<file path="src/rtl/afce_pkg.sv">
// afce_pkg: shared types and constants for the adc frame channel extractor
// used by afce_parser, afce_scale and adc_frame_channel_extract; no dependencies
`timescale 1ns / 1ps

package afce_pkg;

  typedef enum logic [1:0] {
    PH_HUNT    = 2'd0,
    PH_HEADER  = 2'd1,
    PH_COUNT   = 2'd2,
    PH_PAYLOAD = 2'd3
  } phase_e;

  // configuration register indexes
  localparam logic REG_CHANNEL_ID = 1'b0;
  localparam logic REG_MAX_BYTES  = 1'b1;

  localparam logic [7:0]  CHANNEL_ID_RESET = 8'hEA;
  localparam logic [11:0] MAX_BYTES_RESET  = 12'd1500;

  localparam logic [31:0] SYNC_WORD = 32'hFFFF_FFFF;

  localparam int SAMPLE_W = 24;
  localparam int VOLTS_W  = 21;
  localparam int LEFT_W   = 10;

  // volts = sample * 1024 / 9375, done as a reciprocal multiply:
  // q = (|s| * ceil(2^46 / 9375)) >> 36 is exact for |s| <= 2^23
  localparam int          VOLT_DIV   = 9375;
  localparam int          VOLT_SHIFT = 36;
  localparam int          MULT_SPLIT = 17;
  localparam logic [32:0] VOLT_MULT  =
    33'(((64'd1 << 46) + 64'(VOLT_DIV) - 64'd1) / 64'(VOLT_DIV));
  localparam logic [15:0] VOLT_MULT_HI = 16'(VOLT_MULT >> MULT_SPLIT);
  localparam logic [16:0] VOLT_MULT_LO = VOLT_MULT[16:0];

  typedef struct packed {
    logic [7:0]  channel_id;
    logic [11:0] max_frame_bytes;
  } cfg_t;

  typedef struct packed {
    logic [SAMPLE_W-1:0] top_max;
    logic [SAMPLE_W-1:0] next_max;
    logic [SAMPLE_W-1:0] top_min;
    logic [SAMPLE_W-1:0] next_min;
  } extremes_t;

endpackage

</file>
<file path="src/rtl/adc_frame_channel_extract.sv">
// adc_frame_channel_extract: top level, apb registers and pipeline control
// depends on afce_pkg, afce_parser, afce_scale
`timescale 1ns / 1ps
//
// Usage:
// - input channel (in_valid_i/in_ready_o) carries one 32-bit stream word or a
//   clear action per transfer; the parser hunts for the all-ones sync word,
//   checks header and byte count, then walks the payload words
// - a payload word tagged with channel_id yields one result on the output
//   channel (out_valid_o/out_ready_i); all other words yield nothing
// - a result passes through the parse stage, the multiply stage and the output
//   register in that order before it is valid on the output channel
// - throughput: one word per cycle; the three stages each hold one item and
//   move whenever the next one is free, so a stalled receiver fills them and
//   then drops in_ready_o
// - the apb port holds channel_id (0x0) and max_frame_bytes (0x4); pready is
//   tied high, write only while the block is idle
// - reset: parser hunting, extremes zero, pipeline empty, registers at
//   channel_id 0xEA and max_frame_bytes 1500
//
module adc_frame_channel_extract (
  input  logic                clk_i,
  input  logic                rst_ni,
  input  logic                psel,
  input  logic                penable,
  input  logic                pwrite,
  input  logic [2:0]          paddr,
  input  logic [31:0]         pwdata,
  output logic [31:0]         prdata,
  output logic                pready,
  input  logic                in_valid_i,
  output logic                in_ready_o,
  input  logic                action_i,
  input  logic [31:0]         data_word_i,
  output logic                out_valid_o,
  input  logic                out_ready_i,
  output logic signed [23:0]  sample_raw_o,
  output logic signed [20:0]  sample_volts_q16_o,
  output logic [22:0]         max_first_o,
  output logic [22:0]         max_second_o,
  output logic signed [23:0]  min_first_o,
  output logic signed [23:0]  min_second_o
);
  import afce_pkg::*;

  cfg_t      cfg_q;
  logic      cfg_wr;

  logic      take, hit;
  logic signed [SAMPLE_W-1:0] p_sample;
  extremes_t p_ext;

  logic      v1_q, v2_q, vo_q;
  logic signed [SAMPLE_W-1:0] s1_q, s2_q, so_q;
  extremes_t ext1_q, ext2_q, exto_q;
  logic      o_free, adv1, adv2, r1, r2;

  // configuration port
  assign pready = 1'b1;
  assign cfg_wr = psel && penable && pwrite;

  always_ff @(posedge clk_i or negedge rst_ni) begin
    if (!rst_ni) begin
      cfg_q.channel_id      <= CHANNEL_ID_RESET;
      cfg_q.max_frame_bytes <= MAX_BYTES_RESET;
    end else if (cfg_wr) begin
      case (paddr[2])
        REG_CHANNEL_ID: cfg_q.channel_id      <= pwdata[7:0];
        REG_MAX_BYTES:  cfg_q.max_frame_bytes <= pwdata[11:0];
        default: ;
      endcase
    end
  end

  always_comb begin
    case (paddr[2])
      REG_CHANNEL_ID: prdata = {24'd0, cfg_q.channel_id};
      REG_MAX_BYTES:  prdata = {20'd0, cfg_q.max_frame_bytes};
      default:        prdata = '0;
    endcase
  end

  // stage handshake, each stage moves when the one after it is free
  assign o_free     = !vo_q || out_ready_i;
  assign adv2       = v2_q && o_free;
  assign r2         = !v2_q || o_free;
  assign adv1       = v1_q && r2;
  assign r1         = !v1_q || r2;
  assign in_ready_o = r1;
  assign take       = in_valid_i && r1;

  afce_parser u_parser (
    .clk_i    (clk_i),
    .rst_ni   (rst_ni),
    .take_i   (take),
    .action_i (action_i),
    .word_i   (data_word_i),
    .cfg_i    (cfg_q),
    .hit_o    (hit),
    .sample_o (p_sample),
    .ext_o    (p_ext)
  );

  afce_scale u_scale (
    .clk_i    (clk_i),
    .load_a_i (adv1),
    .load_b_i (adv2),
    .sample_i (s1_q),
    .volts_o  (sample_volts_q16_o)
  );

  always_ff @(posedge clk_i or negedge rst_ni) begin
    if (!rst_ni) begin
      v1_q <= 1'b0;
      v2_q <= 1'b0;
      vo_q <= 1'b0;
    end else begin
      if (take && hit)  v1_q <= 1'b1;
      else if (adv1)    v1_q <= 1'b0;
      if (adv1)         v2_q <= 1'b1;
      else if (adv2)    v2_q <= 1'b0;
      if (adv2)         vo_q <= 1'b1;
      else if (out_ready_i) vo_q <= 1'b0;
    end
  end

  always_ff @(posedge clk_i) begin
    if (take && hit) begin
      s1_q   <= p_sample;
      ext1_q <= p_ext;
    end
    if (adv1) begin
      s2_q   <= s1_q;
      ext2_q <= ext1_q;
    end
    if (adv2) begin
      so_q   <= s2_q;
      exto_q <= ext2_q;
    end
  end

  assign out_valid_o  = vo_q;
  assign sample_raw_o = so_q;
  assign max_first_o  = exto_q.top_max[22:0];
  assign max_second_o = exto_q.next_max[22:0];
  assign min_first_o  = $signed(exto_q.top_min);
  assign min_second_o = $signed(exto_q.next_min);

  // distinct top-two ordering holds for every delivered result
  assert property (@(posedge clk_i) disable iff (!rst_ni)
    out_valid_o |-> (max_second_o < max_first_o || max_second_o == 23'd0))
    else $error("max_second not below max_first");

  assert property (@(posedge clk_i) disable iff (!rst_ni)
    out_valid_o |-> (min_second_o > min_first_o || min_second_o == 24'sd0))
    else $error("min_second not above min_first");

  assert property (@(posedge clk_i) disable iff (!rst_ni)
    (out_valid_o && sample_raw_o >= 0) |-> sample_volts_q16_o >= 0)
    else $error("volts sign disagrees with sample");

  assert property (@(posedge clk_i) disable iff (!rst_ni)
    (v2_q && !o_free) |=> (v2_q && $stable(s2_q)))
    else $error("middle stage lost its item under stall");

  assert property (@(posedge clk_i) disable iff (!rst_ni)
    !out_valid_o |-> in_ready_o)
    else $error("input blocked with empty output register");

endmodule

</file>
<file path="src/rtl/afce_parser.sv">
// afce_parser: frame hunt / header / count / payload walk and running extremes
// depends on afce_pkg
`timescale 1ns / 1ps

module afce_parser (
  input  logic                          clk_i,
  input  logic                          rst_ni,
  input  logic                          take_i,
  input  logic                          action_i,
  input  logic [31:0]                   word_i,
  input  afce_pkg::cfg_t                cfg_i,
  output logic                          hit_o,
  output logic signed [afce_pkg::SAMPLE_W-1:0] sample_o,
  output afce_pkg::extremes_t           ext_o
);
  import afce_pkg::*;

  phase_e              phase_q, phase_d;
  logic [LEFT_W-1:0]   left_q, left_d;
  extremes_t           ext_q, ext_d;
  logic signed [SAMPLE_W-1:0] s;
  logic                oversize;

  assign s        = $signed(word_i[SAMPLE_W-1:0]);
  assign oversize = (word_i[31:12] != 20'd0) || (word_i[11:0] > cfg_i.max_frame_bytes);

  always_comb begin
    phase_d = phase_q;
    left_d  = left_q;
    ext_d   = ext_q;
    hit_o   = 1'b0;
    if (take_i) begin
      if (action_i) begin
        phase_d = PH_HUNT;
        left_d  = '0;
        ext_d   = '0;
      end else begin
        case (phase_q)
          PH_HUNT: begin
            if (word_i == SYNC_WORD) phase_d = PH_HEADER;
          end
          PH_HEADER: begin
            phase_d = word_i[31] ? PH_HUNT : PH_COUNT;
          end
          PH_COUNT: begin
            if (oversize) begin
              phase_d = PH_HUNT;
            end else begin
              left_d  = word_i[LEFT_W+1:2];
              phase_d = (word_i[LEFT_W+1:2] == '0) ? PH_HUNT : PH_PAYLOAD;
            end
          end
          PH_PAYLOAD: begin
            left_d = left_q - LEFT_W'(1);
            if (left_d == '0) phase_d = PH_HUNT;
            if (word_i[31:24] == cfg_i.channel_id) begin
              hit_o = 1'b1;
              // keep the two largest distinct positives and two smallest negatives
              if (s > 0) begin
                if (s > $signed(ext_q.top_max)) begin
                  ext_d.next_max = ext_q.top_max;
                  ext_d.top_max  = s;
                end else if (s < $signed(ext_q.top_max) && s > $signed(ext_q.next_max)) begin
                  ext_d.next_max = s;
                end
              end else if (s < 0) begin
                if (s < $signed(ext_q.top_min)) begin
                  ext_d.next_min = ext_q.top_min;
                  ext_d.top_min  = s;
                end else if (s > $signed(ext_q.top_min) && s < $signed(ext_q.next_min)) begin
                  ext_d.next_min = s;
                end
              end
            end
          end
          default: phase_d = PH_HUNT;
        endcase
      end
    end
  end

  assign sample_o = s;
  assign ext_o    = ext_d;

  always_ff @(posedge clk_i or negedge rst_ni) begin
    if (!rst_ni) begin
      phase_q <= PH_HUNT;
      left_q  <= '0;
      ext_q   <= '0;
    end else begin
      phase_q <= phase_d;
      left_q  <= left_d;
      ext_q   <= ext_d;
    end
  end

endmodule

</file>
<file path="src/rtl/afce_scale.sv">
// afce_scale: two-stage sample to q16 volts conversion, split reciprocal multiply
// depends on afce_pkg
`timescale 1ns / 1ps

module afce_scale (
  input  logic                                  clk_i,
  input  logic                                  load_a_i,
  input  logic                                  load_b_i,
  input  logic signed [afce_pkg::SAMPLE_W-1:0]  sample_i,
  output logic signed [afce_pkg::VOLTS_W-1:0]   volts_o
);
  import afce_pkg::*;

  localparam int HI_W  = SAMPLE_W + 16;
  localparam int LO_W  = SAMPLE_W + 17;
  localparam int SUM_W = SAMPLE_W + 33;

  logic [SAMPLE_W-1:0] mag;
  logic [HI_W-1:0]     p_hi_q;
  logic [LO_W-1:0]     p_lo_q;
  logic                neg_q;
  logic [SUM_W-1:0]    sum;
  logic [VOLTS_W-1:0]  quot;
  logic [VOLTS_W-1:0]  volts_q;

  // magnitude fits 24 bits unsigned, including the most negative code
  assign mag = sample_i[SAMPLE_W-1] ? SAMPLE_W'(-sample_i) : SAMPLE_W'(sample_i);

  always_ff @(posedge clk_i) begin
    if (load_a_i) begin
      p_hi_q <= HI_W'(mag) * HI_W'(VOLT_MULT_HI);
      p_lo_q <= LO_W'(mag) * LO_W'(VOLT_MULT_LO);
      neg_q  <= sample_i[SAMPLE_W-1];
    end
  end

  assign sum  = (SUM_W'(p_hi_q) << MULT_SPLIT) + SUM_W'(p_lo_q);
  assign quot = sum[VOLT_SHIFT+VOLTS_W-1:VOLT_SHIFT];

  // truncation toward zero: negate the magnitude quotient
  always_ff @(posedge clk_i) begin
    if (load_b_i) begin
      volts_q <= neg_q ? (~quot + VOLTS_W'(1)) : quot;
    end
  end

  assign volts_o = $signed(volts_q);

endmodule
</file>
<file path="config.mk">
export PLATFORM = sky130hd
export DESIGN_NAME = adc_frame_channel_extract
export DESIGN_NICKNAME = d
export VERILOG_FILES = /design/src/rtl/afce_pkg.sv /design/src/rtl/adc_frame_channel_extract.sv /design/src/rtl/afce_parser.sv /design/src/rtl/afce_scale.sv
export SDC_FILE = /design/constraint.sdc
export NUM_CORES = 2
export LEC_CHECK = 0
export BUFFER_PORTS_ARGS = -buffer_cell sky130_fd_sc_hd__buf_2
export CORE_UTILIZATION = 30
export DETAILED_ROUTE_END_ITERATION = 12
export SYNTH_ARGS = -nofsm -noshare
export SYNTH_HDL_FRONTEND = slang
export SYNTH_SLANG_ARGS = --single-unit
</file>
<file path="constraint.sdc">
create_clock -name clk_i -period 9.45 [get_ports clk_i]
set_input_delay 0.945 -clock clk_i [delete_from_list [all_inputs] [get_ports clk_i]]
set_output_delay 0.945 -clock clk_i [all_outputs]
set_load 0.01 [all_outputs]
</file>
==> flow_metrics.py <==
metrics = {
    "worst_setup_path": {
        "critical_path_arrival_ns": 8.98,
        "crit_top_cell": "fa_1",
        "cp_slowest_cell": "or4_1",
        "required_ns": 9.84,
        "critical_path.top_delay_family": "adder cells",
        "crit_path_start_kind": "flip-flop",
        "critPathKind": "reg -> reg",
        "worst-path-max-fanout": 5,
        "crit_path_end_kind": "flip-flop",
        "critPathBufInv": 7,
        "r2r_slack_ns": 0.85,
        "cpPeakStageDelay_ns": 0.61,
    },
    "power_and_ir_drop": {
        "combPwrFrac": 0.058,
        "vdd_drop_max_mv": 0.153,
        "p_int_mw": 4.15,
        "power_frac_seq": 0.506,
        "leakagePower_nw": 17.0,
        "power_switching_mw": 1.23,
        "power_density_nw_per_um2": 132,
        "switching_share": 0.229,
        "pwr-share-clk": 0.436,
    },
    "floorplanning": {
        "coreArea_sq_um": 118000,
        "initial_utilization": 0.303,
        "rows": 126,
        "die_w_um": 347,
        "top_level_ports": 249,
        "dieArea_sq_um": 121000,
        "die_h_um": 347,
    },
    "timing": {
        "period_minus_slack_ns": 8.60,
        "rsz0062_at_grt": "false",
        "relSlewSlack": 0.280,
        "tightest_slew_ns": 1.07,
        "min_period_over_period": 0.910,
        "slew_viol_final": 0,
        "fmax_mhz": 116,
        "hold_ws_ns": 0.345,
        "final.setup.tns_ns": 0,
        "finalSetupViolCount": 0,
        "finalHoldViolations": 0,
        "finClkSkew_ns": 0.0426,
    },
    "run_status": {
        "status": "finished clean",
    },
    "flow_run": {
        "drv_cap": 0,
    },
    "global_route": {
        "grt_use_met2": 0.268,
        "grt_max_degree": 80,
        "grt.busiest_layer": "met2",
        "grt_use_total": 0.156,
        "grt_pass1_vias": 22700,
        "grt-ovfl-total": 0,
        "antenna_found_initial": 7,
        "gr-usage-met1": 0.201,
        "grt_pass1_wl_mm": 141,
        "grtUsageMet3": 0.0329,
    },
    "clock_network": {
        "clkTransAtPathRegs_ns": 0.06,
        "post_cts_resized": 0,
        "post_cts_buffers": 0,
        "cts_sinks": 565,
        "cts_tree": "yes",
        "hold_buffers": 0,
        "cts_root_buf": "clkbuf_16",
        "cts_buffers": 58,
        "htree_levels": 2,
        "cts_buffer_depth": 3,
        "insertion_delay_ns": 0.66,
    },
    "place": {
        "port_buffers": 205,
        "gp_congestion": 0.929,
        "dp_hpwl_mm": 73.9,
    },
    "routing": {
        "ant_nets": 0,
        "viasPerCell": 4.72,
        "drtIter0Drc": 1366,
        "vias": 22400,
        "drt_first_pass_iters": 5,
        "wl_per_cell_um": 19.9,
        "drc": 0,
        "drt-total-wl_mm": 94.2,
    },
    "synthesis": {
        "synthAdderAreaFrac": 0.284,
        "synthXorXnorAreaFrac": 0.0282,
        "async_flop_share": 0.232,
        "synth-edff-count": 434,
        "synth_seq_cells": 565,
        "yosysUniqueCellTypes": 87,
        "avgSynthCellArea_sq_um": 12.3,
        "synthMuxAreaShare": 0.0110,
        "ys_warn_count": 0,
        "ys_seq_area_frac": 0.457,
        "ys.flop_type": "edfxtp_1",
        "synth_cells": 2904,
        "synth_compound_area_frac": 0.0877,
        "synth_top_family_by_area": "adder cells",
        "synthesis.area_sq_um": 35800,
        "synth-simple-area-share": 0.0696,
    },
    "cells_and_area": {
        "syn_to_final_growth_pct": 13.9,
        "multi_input_area_sq_um": 17300,
        "final_common_cell": "inv_1",
        "nFillCells": 11600,
        "nNetsFinal": 3891,
        "drive_gt1_frac": 0.126,
        "seqCellArea_sq_um": 16300,
        "final_cell_mix": "506 x inv_1, 434 x edfxtp_1, 395 x ha_1, 260 x fa_1, 204 x buf_2",
    },
    "min_path": {
        "hold_class": "in -> async",
    },
}
[power by group through the flow]
| stage | sequential, mW | clock [mW] | combinational (mW) |
|---|---|---|---|
| floorplan | 2.76 | 0 | 0.203 |
| global placement | 2.77 | 0 | 0.306 |
| detailed placement | 2.77 | 0 | 0.311 |
| CTS | 2.72 | 2.42 | 0.313 |
| global route | 2.73 | 2.51 | 0.352 |
| finish | 2.72 | 2.35 | 0.313 |
[stage by stage]
step	instances	utilization	power [mW]	cell area (sq um)	worst slack, ns
global placement	4637	0.329	3.08	38800	0.932
detailed placement	4637	0.329	3.08	38800	0.905
global route	4743	0.345	5.59	40700	0.449
CTS	4743	0.345	5.45	40700	0.862
finish	4744	0.345	5.38	40700	0.853
floorplan	2923	-	2.96	35800	1.92
[synth_stat cells (all sizes together), types with 5 or more instances]
library cell / count / area share
a211oi: 51 / 0.011
a21o: 53 / 0.011
a21oi: 94 / 0.013
a221o: 5 / 0.0014
a22o: 21 / 0.0051
a31oi: 5 / 0.00087
and2: 19 / 0.0033
and3: 9 / 0.0016
buf: 29 / 0.0056
clkbuf: 42 / 0.0044
dfrtp: 119 / 0.083
dfstp: 12 / 0.0088
edfxtp: 434 / 0.36
fa: 260 / 0.15
ha: 395 / 0.14
inv: 506 / 0.053
mux2: 30 / 0.0094
mux2i: 5 / 0.0015
nand2: 92 / 0.0097
nand2b: 23 / 0.0040
nand3: 36 / 0.0050
nand4: 39 / 0.0068
nand4b: 5 / 0.0012
nor2: 99 / 0.010
nor2b: 19 / 0.0033
nor3: 67 / 0.010
nor4: 23 / 0.0046
o211ai: 11 / 0.0023
o21a: 20 / 0.0042
o21ai: 136 / 0.019
o21bai: 12 / 0.0025
o221ai: 8 / 0.0020
o31a: 5 / 0.0012
o31ai: 12 / 0.0025
o41ai: 5 / 0.0014
or2: 9 / 0.0016
or3: 17 / 0.0030
xnor2: 80 / 0.020
xor2: 35 / 0.0086
[final cells by class]
cell class / instances / share of cell area
multi-input combinational: 1781 / 0.424
antenna: 1 / 0.0000614
clock buffer: 68 / 0.0370
timing repair buffer: 249 / 0.0334
inverter: 506 / 0.0466
sequential: 565 / 0.401
clock inverter: 38 / 0.0106
tap: 1536 / 0.0472
[metal layers]
| metal | routed length [um] | share of wire |
|---|---|---|
| met5 | 0 | 0 |
| met4 | 1670 | 0.018 |
| met3 | 6210 | 0.066 |
| met2 | 46000 | 0.49 |
| met1 | 40300 | 0.43 |
[flip-flops by register name, indices dropped and copies added (netlist names), 20 cells and up]
signal / count
u_scale.volts_o: 21
sample_raw_o: 24
ext1_q: 94
s2_q: 24
u_scale.p_lo_q: 21
u_scale.p_hi_q: 38
min_first_o: 24
cfg_q: 20
max_first_o: 23
u_parser.ext_q: 96
max_second_o: 23
min_second_o: 24
ext2_q: 94
s1_q: 24
[logic make-up (layout without fill, tap and decap cells)]
| group | after synthesis | count (layout) |
|---|---|---|
| AO/OA/AOI/OAI | 477 | 477 |
| XOR/XNOR | 115 | 115 |
| adder cells (fa/ha/maj) | 655 | 655 |
| buffers and inverters | 577 | 861 |
| flip-flops | 565 | 565 |
| multiplexers | 35 | 35 |
| other | 2 | 22 |
| AND/OR/NAND/NOR | 478 | 478 |
[worst reg2reg max path, delay by kind of cell (launching register included)]
family	cells	cell delay, ns
adders and majority gates	7	3.36
AOI/OAI and AO/OA	8	1.91
and+or+nand+nor	4	1.49
buffers and inverters	7	0.69
DFF	1	0.45
xor gates and xnor gates	2	0.42
[worst paths after layout]
check                                startpoint                               to  cells past startpoint
setup reg to reg              s1_q[4]$_DFFE_PP_     u_scale.p_lo_q[36]$_DFFE_PP_                     28
max in group asynchronous                rst_ni  u_parser.phase_q[1]$_DFFE_PN0P_                      2
hold reg to reg            ext1_q[25]$_DFFE_PP_             ext2_q[25]$_DFFE_PP_                      0
setup / recovery              s1_q[4]$_DFFE_PP_     u_scale.p_lo_q[36]$_DFFE_PP_                     28
hold / removal                           rst_ni   u_parser.left_q[0]$_DFFE_PN0P_                      1
min in group clk_i         ext1_q[25]$_DFFE_PP_             ext2_q[25]$_DFFE_PP_                      0
Note: power is estimated with default switching activity, not from simulation.
